File: src/hdl/assert_macros.svh
// Concurrent assertion helpers shared by the RTL.
// Both forms are clocked on the given clock and turned off while the reset is low.
`ifndef ASSERT_MACROS_SVH
`define ASSERT_MACROS_SVH

`ifndef SYNTHESIS

// Property must hold at every clock edge outside reset.
`define ASSERT_PROP(lbl, clk, rst_n, prop, msg) \
    lbl: assert property (@(posedge clk) disable iff (!rst_n) (prop)) else $error(msg);

// Condition must never be true at a clock edge outside reset.
`define ASSERT_NEVER(lbl, clk, rst_n, cond, msg) \
    lbl: assert property (@(posedge clk) disable iff (!rst_n) !(cond)) else $error(msg);

`else

`define ASSERT_PROP(lbl, clk, rst_n, prop, msg)
`define ASSERT_NEVER(lbl, clk, rst_n, cond, msg)

`endif

`endif

File: src/hdl/bisv_pkg.sv
`timescale 1ns / 1ps

package bisv_pkg;

    // Field and counter widths
    localparam int WORD_W     = 32;
    localparam int REG_W      = 24;
    localparam int INDEX_BITS = 24;
    localparam int CMP_W      = ((INDEX_BITS > REG_W) ? INDEX_BITS : REG_W) + 1;
    localparam int FIT_W      = ((WORD_W > CMP_W) ? WORD_W : CMP_W) + 2;
    localparam int CFG_IDX_W  = 1;
    localparam int STATUS_W   = 3;

    // Register reset values
    localparam logic [REG_W-1:0] IMAGE_WORDS_RST     = REG_W'(2560);
    localparam logic [REG_W-1:0] MIN_IMAGE_WORDS_RST = REG_W'(2560);

    // Header bytes, least significant first
    localparam logic [7:0] MAGIC_LO = 8'h43;  // 'C'
    localparam logic [7:0] MAGIC_HI = 8'h59;  // 'Y'
    localparam logic [7:0] BUS_CFG  = 8'h1c;
    localparam logic [7:0] IMG_TYPE = 8'hb0;

    // Room that must remain after a section: zero-length word plus entry and checksum
    localparam int FIT_SPARE = 3;

    typedef enum logic [CFG_IDX_W-1:0] {
        CFG_IMAGE_WORDS     = CFG_IDX_W'(0),
        CFG_MIN_IMAGE_WORDS = CFG_IDX_W'(1)
    } t_cfg_reg;

    typedef enum logic [STATUS_W-1:0] {
        ST_OK        = 3'd0,
        ST_TOO_SMALL = 3'd1,
        ST_BAD_MAGIC = 3'd2,
        ST_BAD_BUS   = 3'd3,
        ST_BAD_TYPE  = 3'd4,
        ST_SECTION   = 3'd5,
        ST_CHECKSUM  = 3'd6
    } t_status;

    typedef struct packed {
        logic [REG_W-1:0] image_words;
        logic [REG_W-1:0] min_image_words;
    } t_cfg;

    typedef struct packed {
        t_status           status;
        logic [WORD_W-1:0] computed_sum;
        logic [WORD_W-1:0] entry_address;
        logic              trailing_data;
    } t_verdict;

endpackage

File: src/hdl/bisv_stream_if.sv
`timescale 1ns / 1ps

// Image word channel
interface bisv_word_if;
    logic                         valid;
    logic                         ready;
    logic [bisv_pkg::WORD_W-1:0]  image_word;

    modport source (output valid, output image_word, input ready);
    modport sink   (input valid, input image_word, output ready);
endinterface

// Verdict channel
interface bisv_verdict_if;
    logic                          valid;
    logic                          ready;
    logic [bisv_pkg::STATUS_W-1:0] status;
    logic [bisv_pkg::WORD_W-1:0]   computed_sum;
    logic [bisv_pkg::WORD_W-1:0]   entry_address;
    logic                          trailing_data;

    modport source (output valid, output status, output computed_sum,
                    output entry_address, output trailing_data, input ready);
    modport sink   (input valid, input status, input computed_sum,
                    input entry_address, input trailing_data, output ready);
endinterface

// Register write channel
interface bisv_cfg_if;
    logic                           valid;
    logic                           ready;
    logic [bisv_pkg::CFG_IDX_W-1:0] index;
    logic [bisv_pkg::REG_W-1:0]     data;

    modport source (output valid, output index, output data, input ready);
    modport sink   (input valid, input index, input data, output ready);
endinterface

File: src/hdl/bisv_parser.sv
`timescale 1ns / 1ps
`include "assert_macros.svh"

module bisv_parser (
    input  logic                        i_clk,
    input  logic                        i_rst_n,
    input  logic                        i_step,
    input  logic [bisv_pkg::WORD_W-1:0] i_word,
    input  bisv_pkg::t_cfg              i_cfg,
    output logic                        o_emit,
    output bisv_pkg::t_verdict          o_verdict
);

    typedef enum logic [2:0] {
        PH_HEADER = 3'd0,
        PH_LENGTH = 3'd1,
        PH_ADDR   = 3'd2,
        PH_DATA   = 3'd3,
        PH_ENTRY  = 3'd4,
        PH_CHECK  = 3'd5,
        PH_DONE   = 3'd6
    } t_phase;

    t_phase                              r_phase, n_phase;
    logic [bisv_pkg::INDEX_BITS-1:0]     r_idx, n_idx;
    logic [bisv_pkg::REG_W-1:0]          r_left, n_left;
    logic [bisv_pkg::WORD_W-1:0]         r_pend, n_pend;
    logic [bisv_pkg::WORD_W-1:0]         r_sum, n_sum;
    logic [bisv_pkg::WORD_W-1:0]         r_entry, n_entry;

    logic                                w_last;
    logic                                w_fit_fail;
    logic [bisv_pkg::FIT_W-1:0]          w_fit_end;
    bisv_pkg::t_status                   w_status;
    logic                                w_trailing;

    // Image boundary and section fit
    assign w_last = (bisv_pkg::CMP_W'(r_idx) + bisv_pkg::CMP_W'(1))
                    >= bisv_pkg::CMP_W'(i_cfg.image_words);
    assign w_fit_end = bisv_pkg::FIT_W'(r_idx) + bisv_pkg::FIT_W'(bisv_pkg::FIT_SPARE)
                     + bisv_pkg::FIT_W'(r_pend);
    assign w_fit_fail = w_fit_end >= bisv_pkg::FIT_W'(i_cfg.image_words);

    // Parse one word
    always_comb begin
        n_phase    = r_phase;
        n_left     = r_left;
        n_pend     = r_pend;
        n_sum      = r_sum;
        n_entry    = r_entry;
        o_emit     = 1'b0;
        w_status   = bisv_pkg::ST_OK;
        w_trailing = 1'b0;

        unique case (r_phase)
            PH_HEADER: begin
                o_emit = 1'b1;
                if (i_cfg.image_words < i_cfg.min_image_words) begin
                    w_status = bisv_pkg::ST_TOO_SMALL;
                end else if (i_word[7:0] != bisv_pkg::MAGIC_LO
                             || i_word[15:8] != bisv_pkg::MAGIC_HI) begin
                    w_status = bisv_pkg::ST_BAD_MAGIC;
                end else if (i_word[23:16] != bisv_pkg::BUS_CFG) begin
                    w_status = bisv_pkg::ST_BAD_BUS;
                end else if (i_word[31:24] != bisv_pkg::IMG_TYPE) begin
                    w_status = bisv_pkg::ST_BAD_TYPE;
                end else begin
                    o_emit  = 1'b0;
                    n_phase = PH_LENGTH;
                end
            end
            PH_LENGTH: begin
                if (i_word == '0) begin
                    n_phase = PH_ENTRY;
                end else begin
                    n_pend  = i_word;
                    n_phase = PH_ADDR;
                end
            end
            PH_ADDR: begin
                if (w_fit_fail) begin
                    o_emit   = 1'b1;
                    w_status = bisv_pkg::ST_SECTION;
                end else begin
                    n_left  = r_pend[bisv_pkg::REG_W-1:0];
                    n_phase = (r_pend[bisv_pkg::REG_W-1:0] == '0) ? PH_LENGTH : PH_DATA;
                end
            end
            PH_DATA: begin
                n_sum  = r_sum + i_word;
                n_left = r_left - bisv_pkg::REG_W'(1);
                if (n_left == '0) begin
                    n_phase = PH_LENGTH;
                end
            end
            PH_ENTRY: begin
                n_entry = i_word;
                n_phase = PH_CHECK;
            end
            PH_CHECK: begin
                o_emit     = 1'b1;
                w_status   = (r_sum == i_word) ? bisv_pkg::ST_OK : bisv_pkg::ST_CHECKSUM;
                w_trailing = !w_last;
            end
            PH_DONE: begin
            end
            default: begin
            end
        endcase

        // Image ran out before a verdict
        if (!o_emit && w_last && n_phase != PH_DONE) begin
            o_emit   = 1'b1;
            w_status = (n_phase == PH_ENTRY || n_phase == PH_CHECK)
                     ? bisv_pkg::ST_CHECKSUM : bisv_pkg::ST_SECTION;
        end
        if (o_emit) begin
            n_phase = PH_DONE;
        end

        o_verdict.status        = w_status;
        o_verdict.computed_sum  = n_sum;
        o_verdict.entry_address = n_entry;
        o_verdict.trailing_data = w_trailing;

        // Return to header state at the image end
        if (w_last) begin
            n_phase = PH_HEADER;
            n_idx   = '0;
            n_left  = '0;
            n_pend  = '0;
            n_sum   = '0;
            n_entry = '0;
        end else begin
            n_idx = r_idx + bisv_pkg::INDEX_BITS'(1);
        end
    end

    // Hold parse state, advance on each consumed word
    always_ff @(posedge i_clk) begin
        if (!i_rst_n) begin
            r_phase <= PH_HEADER;
            r_idx   <= '0;
            r_left  <= '0;
            r_pend  <= '0;
            r_sum   <= '0;
            r_entry <= '0;
        end else if (i_step) begin
            r_phase <= n_phase;
            r_idx   <= n_idx;
            r_left  <= n_left;
            r_pend  <= n_pend;
            r_sum   <= n_sum;
            r_entry <= n_entry;
        end
    end

    `ASSERT_NEVER(a_done_silent, i_clk, i_rst_n, (r_phase == PH_DONE) && o_emit, "verdict after image already judged")
    `ASSERT_PROP(a_left_in_data, i_clk, i_rst_n, (r_phase == PH_DATA) == (r_left != '0), "section count out of step with phase")
    `ASSERT_PROP(a_trailing_check, i_clk, i_rst_n, o_emit && o_verdict.trailing_data |-> r_phase == PH_CHECK, "trailing flag outside checksum verdict")

endmodule

File: src/hdl/boot_image_section_validator.sv
`timescale 1ns / 1ps
`include "assert_macros.svh"

// Boot image section validator.
// i_word carries one 32-bit little-endian image word per request; the image is
// image_words words long. o_verdict gives one request per image: status,
// computed sum, entry address and the trailing-data flag. Words after the
// verdict, up to the image end, produce nothing.
// i_cfg writes image_words (index 0), min_image_words (index 1); always ready.
// The user must write it between images while the block is idle (not enforced).
// A word is registered in the input register and judged from there; the verdict
// it decides is then registered in the verdict register.
// Throughput: one word per cycle unless a verdict stalls; the parse state update
// is a single add and compare stage between the input and verdict registers.
// Reset: both registers return to 2560 words and the parser to the header.
// When the receiver stalls with a verdict pending, words that give no verdict
// keep flowing; a word that would give a second verdict waits in the input
// register and i_word.ready drops until the verdict is taken.
module boot_image_section_validator (
    input  logic        i_clk,
    input  logic        i_rst_n,
    bisv_word_if.sink   i_word,
    bisv_verdict_if.source o_verdict,
    bisv_cfg_if.sink    i_cfg
);

    bisv_pkg::t_cfg                  r_cfg;
    logic                            r_in_valid;
    logic [bisv_pkg::WORD_W-1:0]     r_in_word;
    logic                            r_out_valid;
    bisv_pkg::t_verdict              r_out;

    logic                            w_emit;
    bisv_pkg::t_verdict              w_verdict;
    logic                            w_slot_free;
    logic                            w_advance;

    // Register writes
    assign i_cfg.ready = 1'b1;

    always_ff @(posedge i_clk) begin
        if (!i_rst_n) begin
            r_cfg.image_words     <= bisv_pkg::IMAGE_WORDS_RST;
            r_cfg.min_image_words <= bisv_pkg::MIN_IMAGE_WORDS_RST;
        end else if (i_cfg.valid) begin
            unique case (bisv_pkg::t_cfg_reg'(i_cfg.index))
                bisv_pkg::CFG_IMAGE_WORDS:     r_cfg.image_words     <= i_cfg.data;
                bisv_pkg::CFG_MIN_IMAGE_WORDS: r_cfg.min_image_words <= i_cfg.data;
            endcase
        end
    end

    // Advance the stage unless a verdict has nowhere to go
    assign w_slot_free  = !r_out_valid || o_verdict.ready;
    assign w_advance    = r_in_valid && (!w_emit || w_slot_free);
    assign i_word.ready = !r_in_valid || w_advance;

    bisv_parser u_parser (
        .i_clk     (i_clk),
        .i_rst_n   (i_rst_n),
        .i_step    (w_advance),
        .i_word    (r_in_word),
        .i_cfg     (r_cfg),
        .o_emit    (w_emit),
        .o_verdict (w_verdict)
    );

    // Input register
    always_ff @(posedge i_clk) begin
        if (!i_rst_n) begin
            r_in_valid <= 1'b0;
        end else if (i_word.ready) begin
            r_in_valid <= i_word.valid;
        end
    end

    always_ff @(posedge i_clk) begin
        if (i_word.valid && i_word.ready) begin
            r_in_word <= i_word.image_word;
        end
    end

    // Verdict register
    always_ff @(posedge i_clk) begin
        if (!i_rst_n) begin
            r_out_valid <= 1'b0;
        end else if (w_advance && w_emit) begin
            r_out_valid <= 1'b1;
        end else if (o_verdict.ready) begin
            r_out_valid <= 1'b0;
        end
    end

    always_ff @(posedge i_clk) begin
        if (w_advance && w_emit) begin
            r_out <= w_verdict;
        end
    end

    assign o_verdict.valid         = r_out_valid;
    assign o_verdict.status        = r_out.status;
    assign o_verdict.computed_sum  = r_out.computed_sum;
    assign o_verdict.entry_address = r_out.entry_address;
    assign o_verdict.trailing_data = r_out.trailing_data;

    `ASSERT_PROP(a_blocked_word_held, i_clk, i_rst_n, r_in_valid && w_emit && r_out_valid && !o_verdict.ready |=> r_in_valid && $stable(r_in_word), "blocked word lost from input stage")
    `ASSERT_NEVER(a_no_overwrite, i_clk, i_rst_n, w_advance && w_emit && r_out_valid && !o_verdict.ready, "pending verdict overwritten")
    `ASSERT_PROP(a_verdict_held, i_clk, i_rst_n, r_out_valid && !o_verdict.ready |=> r_out_valid && $stable(r_out), "verdict changed while stalled")

endmodule

File: src/flat_wrapper.sv
// flat-port wrapper written by rule: the top's interface ports become plain ports
module boot_image_section_validator_flat 
  (i_clk, i_rst_n, i_word_valid, i_word_image_word, i_word_ready, o_verdict_valid, o_verdict_status, o_verdict_computed_sum, o_verdict_entry_address, o_verdict_trailing_data, o_verdict_ready, i_cfg_valid, i_cfg_index, i_cfg_data, i_cfg_ready);
  bisv_word_if i_word_i ();
  bisv_verdict_if o_verdict_i ();
  bisv_cfg_if i_cfg_i ();
  input  logic i_clk;
  input  logic i_rst_n;
  input wire logic [$bits(i_word_i.valid)-1:0] i_word_valid;
  input wire logic [$bits(i_word_i.image_word)-1:0] i_word_image_word;
  output wire logic [$bits(i_word_i.ready)-1:0] i_word_ready;
  output wire logic [$bits(o_verdict_i.valid)-1:0] o_verdict_valid;
  output wire logic [$bits(o_verdict_i.status)-1:0] o_verdict_status;
  output wire logic [$bits(o_verdict_i.computed_sum)-1:0] o_verdict_computed_sum;
  output wire logic [$bits(o_verdict_i.entry_address)-1:0] o_verdict_entry_address;
  output wire logic [$bits(o_verdict_i.trailing_data)-1:0] o_verdict_trailing_data;
  input wire logic [$bits(o_verdict_i.ready)-1:0] o_verdict_ready;
  input wire logic [$bits(i_cfg_i.valid)-1:0] i_cfg_valid;
  input wire logic [$bits(i_cfg_i.index)-1:0] i_cfg_index;
  input wire logic [$bits(i_cfg_i.data)-1:0] i_cfg_data;
  output wire logic [$bits(i_cfg_i.ready)-1:0] i_cfg_ready;
  assign i_word_i.valid = i_word_valid;
  assign i_word_i.image_word = i_word_image_word;
  assign i_word_ready = i_word_i.ready;
  assign o_verdict_valid = o_verdict_i.valid;
  assign o_verdict_status = o_verdict_i.status;
  assign o_verdict_computed_sum = o_verdict_i.computed_sum;
  assign o_verdict_entry_address = o_verdict_i.entry_address;
  assign o_verdict_trailing_data = o_verdict_i.trailing_data;
  assign o_verdict_i.ready = o_verdict_ready;
  assign i_cfg_i.valid = i_cfg_valid;
  assign i_cfg_i.index = i_cfg_index;
  assign i_cfg_i.data = i_cfg_data;
  assign i_cfg_ready = i_cfg_i.ready;
  boot_image_section_validator u_core (.i_clk(i_clk), .i_rst_n(i_rst_n), .i_word(i_word_i), .o_verdict(o_verdict_i), .i_cfg(i_cfg_i));
endmodule
File: config.mk
export PLATFORM = sky130hd
export DESIGN_NAME = boot_image_section_validator_flat
export DESIGN_NICKNAME = d
export VERILOG_FILES = /design/src/hdl/bisv_pkg.sv /design/src/hdl/bisv_stream_if.sv /design/src/hdl/bisv_parser.sv /design/src/hdl/boot_image_section_validator.sv /design/src/flat_wrapper.sv
export VERILOG_INCLUDE_DIRS = /design/src /design/src/hdl
export SDC_FILE = /design/constraint.sdc
export NUM_CORES = 1
export LEC_CHECK = 0
export BUFFER_PORTS_ARGS = -buffer_cell sky130_fd_sc_hd__buf_2
export CAP_MARGIN = 20
export CORE_MARGIN = 5
export CORE_UTILIZATION = 57
export CTS_BUF_LIST = sky130_fd_sc_hd__clkbuf_2
export DETAILED_ROUTE_END_ITERATION = 10
export PLACE_DENSITY = 0.84
export REMOVE_ABC_BUFFERS = 1
export SLEW_MARGIN = 20
export SYNTH_ARGS = -nofsm -noshare
export SYNTH_HDL_FRONTEND = slang
export SYNTH_SLANG_ARGS = --single-unit
File: constraint.sdc
create_clock -name i_clk -period 8.28 [get_ports i_clk]
set_clock_uncertainty 0.15 [all_clocks]
set_input_delay 0.414 -clock i_clk [delete_from_list [all_inputs] [get_ports i_clk]]
set_output_delay 0.414 -clock i_clk [all_outputs]
set_load 0.05 [all_outputs]
# ---- Yosys cells after proc, flatten, opt, wreduce, memory -nomap -nowiden
# Cells that the tools add are included.
dict set report word_totals {
  regBits 297
  in_bits 62
  out_inout_bits 71
  elab_cells 106
}
dict set report op_classes {
  n_addsub 6
  magnitude_cmp 3
  n_eq_ne 15
  n_mux 40
  bitwise 1
  reduce_logical 26
}
# cell count
set ops {}
lappend ops {{32-bit two-way mux} 7}
lappend ops {{24-bit two-way mux} 3}
lappend ops {{24-bit zero test} 2}
lappend ops {{3-bit two-way mux} 16}
lappend ops {{24-bit one-hot mux with 2 select lines} 1}
lappend ops {{25-bit by 32-bit adder with 33-bit output} 1}
lappend ops {{33-bit by 24-bit >= comparator with 1-bit output} 1}
lappend ops {{32-bit adder} 1}
lappend ops {{32-bit equality test} 1}
lappend ops {{32-bit zero test} 1}
lappend ops {{24-bit by 1-bit adder with 25-bit output, second input constant} 1}
lappend ops {{24-bit by 2-bit adder with 25-bit output, second input constant} 1}
lappend ops {{25-bit by 24-bit >= comparator with 1-bit output} 1}
lappend ops {{24-bit by 1-bit adder with 24-bit output, second input constant} 1}
lappend ops {{24-bit < comparator} 1}
lappend ops {{24-bit by 1-bit subtractor with 24-bit output, second input constant} 1}
lappend ops {{8-bit by 7-bit inequality test with 1-bit output, second input constant} 2}
lappend ops {{3-bit one-hot mux with 5 select lines} 1}
lappend ops {{3-bit equality test, second input constant} 4}
lappend ops {{3-bit one-hot mux with 3 select lines} 1}
lappend ops {{1-bit two-way mux} 8}
lappend ops {{8-bit by 5-bit inequality test with 1-bit output, second input constant} 1}
lappend ops {{8-bit inequality test, second input constant} 1}
lappend ops {{3-bit by 2-bit equality test with 1-bit output, second input constant} 2}
lappend ops {{14 further kinds} 31}

# ---- Logic depth before layout (Yosys ltp)
dict set report logic_depth {
  ltp_word 15
  mapped_depth 30
  ltp_nobuf 27
}

# ---- Hierarchy
# A second synthesis with hierarchy kept.
dict set report hier_totals {
  hier_cells 2046
  area_unflattened_um2 17838.4
}
# mod instances cells_each area_per_inst_um2 seq_area_each_um2
set modules_own_cells {}
lappend modules_own_cells {bisv_parser 1 1720 12922.4 2942.8}
lappend modules_own_cells {boot_image_section_validator 1 326 4916.0 4003.8}

# ---- Worst setup path before layout
# Ideal clock, no wire load.
dict set report synth_timing {
  path_kind {flip-flop to flip-flop}
  from {reg u_core.u_parser.r_idx[1] (netlist bit)}
  to {reg u_core.r_out (netlist bit u_core.o_verdict.computed_sum[0]), enable pin}
  setup_ns 0.503
  arrival_ns 7.643
  required_ns 7.627
  setup_slack_ns -0.016
  path_stages_with_launch 28
  path_buffers 1
  period_less_slack_ns 8.296
  cell_sequence {dfxtp_1 inv_1 ha_1 inv_1 ha_1 fa_1 a21oi_1 nor3_1 nor2_1 a311oi_1 o21ai_0 nand2_1 a21o_1 a21o_1 a31oi_1 xnor2_1 ha_1 nand4_1 nor3_1 a221oi_1 o21ai_0 a31oi_1 o2111a_1 o2111a_2 and2_1 buf_6 o21ai_0 nor2b_1}
}
dict set report synth_via {
  elab_chain_len 13
  word_cells_on_any_way 18
  cone_classes {add/sub: 3; order compare: 2; eq/ne: 1; mux: 5; reduce/logical: 7}
}
# element line
set synth_lines {}
lappend synth_lines {{start: declaration} bisv_parser.sv:25} ;# logic [bisv_pkg::INDEX_BITS-1:0] r_idx, n_idx;
lappend synth_lines {{start signal: assignment} bisv_parser.sv:150} ;# r_idx <= n_idx;
lappend synth_lines {{parallel branches: the longest is 8 deep, another holds 25-bit by 32-bit adder with 33-bit output} n/a}
lappend synth_lines {{1-bit two-way mux *} bisv_parser.sv:112} ;# if (!o_emit && w_last && n_phase != PH_DONE) begin
lappend synth_lines {{1-bit zero test} boot_image_section_validator.sv:55} ;# assign w_advance = r_in_valid && (!w_emit || w_slot_free);
lappend synth_lines {{1-bit logical OR} boot_image_section_validator.sv:55}
lappend synth_lines {{1-bit logical AND} boot_image_section_validator.sv:55}
lappend synth_lines {{1-bit logical AND *} boot_image_section_validator.sv:95} ;# if (w_advance && w_emit) begin
lappend synth_lines {{end signal: assignment} boot_image_section_validator.sv:96} ;# r_out <= w_verdict;
lappend synth_lines {{end: declaration} boot_image_section_validator.sv:31} ;# bisv_pkg::t_verdict r_out;
# Every way passes the cells marked *.
# A chain may end at the register's enable or synchronous reset.

# ---- Worst setup path after layout
dict set report layout_timing {
  from {reg u_core.u_parser.r_idx[1] (netlist bit)}
  to {out i_word_ready}
}
dict set report layout_via {
  elab_chain_len 13
  word_cells_on_any_way 18
  cone_classes {add/sub: 3; order compare: 2; eq/ne: 1; mux: 5; reduce/logical: 7}
}
# element line
set layout_lines {}
lappend layout_lines {{parallel branches: the longest is 8 deep, another holds 25-bit by 32-bit adder with 33-bit output} n/a}
lappend layout_lines {{1-bit two-way mux *} bisv_parser.sv:112}
lappend layout_lines {{1-bit zero test *} boot_image_section_validator.sv:55}
lappend layout_lines {{1-bit logical OR *} boot_image_section_validator.sv:55}
lappend layout_lines {{1-bit logical AND *} boot_image_section_validator.sv:55}
lappend layout_lines {{1-bit logical OR *} boot_image_section_validator.sv:56} ;# assign i_word.ready = !r_in_valid || w_advance;
lappend layout_lines {{end: declaration} flat_wrapper.sv:11} ;# output wire logic [$bits(i_word_i.ready)-1:0] i_word_ready;
# Marks and branches as above.

==> reports/results.ini <==
[finish]
nFillCells = 2396
utilization_pct = 64.7
finalInstanceArea_um2 = 19600
stdcell_count = 2559
syn2layout_area_growth_pct = 13.0
fin_nets = 2322
drive_above_1_share_pct = 14.7

[route]
detail_route.wl_per_cell_um = 19.8
vias = 16003
routed_wl_mm = 50.7
via_per_inst = 6.25
final_antenna_net_count = 0
drtPass1Iterations = 6
drt-initial-drc-count = 1354
remaining_drc_errors = 0

[placed_design]
dp_cells = 2357
dpl_cell_area_um2 = 18200
io_buffers = 131
pre_cts_slack_ns = 1.27
dpl.hpwl_mm = 34.5
place_congestion = 0.984

[clocking]
cts-root-buf = clkbuf_2
post-cts-setup-buffer-count = 0
clkTransAtPathRegs_ns = 0.11
cts_resized = 0
cts_hold_buf = 67
cts_tree = yes
htree_levels = 3
clock_sinks = 297
cts-buffers-inserted = 75
insertion_delay_ns = 0.91
cts_max_path_buffers = 3

[grt]
first_global_vias = 15651
grt_overflow_total = 0
antenna_found_initial = 1
grt_usage_pct = 29.0
grt_max_degree = 110
grt_pass1_wl_mm = 80.3

[yosys]
avgSynthCellArea_um2 = 9.03
synthTopCellsByArea = dfxtp_1 (23%), edfxtp_1 (17%), ha_1 (11%)
ys_ff_latch = 297
synth_top_area_share_pct = 22.7
synth_commonest_cells = nand2_1 (221), dfxtp_1 (197), a21oi_1 (162)
yosysSeqAreaShare_pct = 40.0
syn-cell-area_um2 = 17400
synth_most_common_cell = nand2_1
synth_cells = 1924
ys_warn_count = 0
synthFlopType = dfxtp_1
async_flop_share_pct = 0
synth_edf_count = 100
yosysUniqueCellTypes = 85
yosysTopAreaCell = dfxtp_1

[pwr]
powerDensity_nw_per_um2 = 168
leakage_nw = 8.30
vdd.ir_drop.worst_uv = 165
p_total_mw = 3.30

[setup_path]
crit_path_top_delay_cell = fa_1
path_class = reg -> out
max_stage_delay_ns = 0.42
end_kind = output pin
r2r_start = u_core.u_parser.r_idx[1]$_SDFFE_PN0P_
crit_required_ns = 7.72
critPathArrivalTime_ns = 7.02
crit_path_start = u_core.u_parser.r_idx[1]$_SDFFE_PN0P_
worstPathMaxFanout = 7
worstSetupStartpointType = flop

[sta]
setup_violations = 0
fmax_ghz = 0.132
drv_slew = 0
min_period_ns = 7.58
whs_ns = 0.0739
slew_headroom_pct = 27.5
min_period_over_period_pct = 91.6
setup_slack_ns = 0.698
tightest_slew_ns = 1.09
final-hold-violation-count = 0
fin_setup_tns_ns = 0
rsz0062_at_grt = no

[floorplan]
start_util_pct = 57.2
die_w_um = 185
rows = 64
io_pins = 133
design.die.area_um2 = 34100
core_um2 = 30300
die_y_um = 185

[run]
max-cap-violations = 0

[min_path]
hold_class = in -> reg
min_from = i_word_image_word[28]

[run_status]
outcome = complete, no violations

[cell type report]
class                           count  area [um2]  share of cell area, %
Clock inverter                     34         256                   1.31
Clock buffer                      100         500                   2.55
Timing Repair Buffer              207        1410                   7.17
Antenna cell                        1        2.50                 0.0128
Sequential cell                   297        6950                   35.4
Tap cell                          396         495                   2.52
Multi-Input combinational cell   1442        9710                   49.5
Inverter                           82         309                   1.57
[cell usage in the layout, fill, tap and decap left out, types with 38 or more instances in the layout]
cell type and count:
buf_2 131, a22oi_1 71, edfxtp_1 100, dfxtp_1 197
a21oi_1 162, nand3_1 42, dlygate4sd3_1 67, ha_1 153
inv_1 81, o21ai_0 66, nor3_1 40, a22o_1 38
clkbuf_2 100, nand2_1 220, xnor2_1 42, nor2_1 152
[sequential cells by signal, indices dropped and copies added (netlist names)]
signal                          count
u_core.u_parser.r_entry            32
u_core.o_verdict.trailing_data      1
u_core.r_cfg                       48
u_core.o_verdict.computed_sum      32
u_core.u_parser.r_idx              24
u_core.o_verdict.entry_address     32
u_core.o_verdict.valid              1
u_core.u_parser.r_sum              32
u_core.u_parser.r_pend             32
u_core.u_parser.r_phase             3
u_core.r_in_valid                   1
u_core.r_in_word                   32
u_core.u_parser.r_left             24
u_core.o_verdict.status             3
[final timing paths]
kind	end	slack (ns)	cells past startpoint
setup reg to reg	u_core.u_parser.r_idx[22]$_SDFFE_PN0P_	1.05	28
hold reg to reg	u_core.r_cfg[16]$_SDFFE_PN0P_	0.31	2
setup / recovery	i_word_ready	0.70	28
hold / removal	u_core.r_in_word[28]$_DFFE_PP_	0.07	2
[cells by family (layout without fill, tap and decap cells)]
group	count (synthesis)	after routing	synth area share, %
muxes	37	37	2.37
DFF	297	297	40.0
AOI/OAI and AO/OA	539	539	20.9
and+or+nand+nor	633	633	17.2
other	1	2	0.0216
buffers and inverters	185	423	4.40
xor gates and xnor gates	77	77	3.88
adders and majority gates	155	155	11.2
[where the power goes]
part           leakage (nW)  internal [mW]  total [mW]  switching [mW]
sequential             2.55           1.59        1.64          0.0519
clock                 0.538          0.463        1.10           0.640
combinational          5.20          0.168       0.560           0.391
total                  8.30           2.22        3.30            1.08
[worst max-delay path: cells and delay by family (launching register included)]
kind | cells | cell delay [ns]
simple gates | 7 | 1.36
buf+inv | 4 | 0.52
xor+xnor | 1 | 0.15
flops | 1 | 0.41
compound gates | 12 | 2.46
fa+ha+maj | 4 | 1.19
[routing by layer]
layer  track usage, %  routed length [um]  vias up
met2             48.5               24200      788
met4             12.6                2080        0
li1                 -                   -     7497
met1             37.2               20400     7564
met3             4.68                4040      154
met5                0                   0        -
Power figures use the tool's default switching activity.
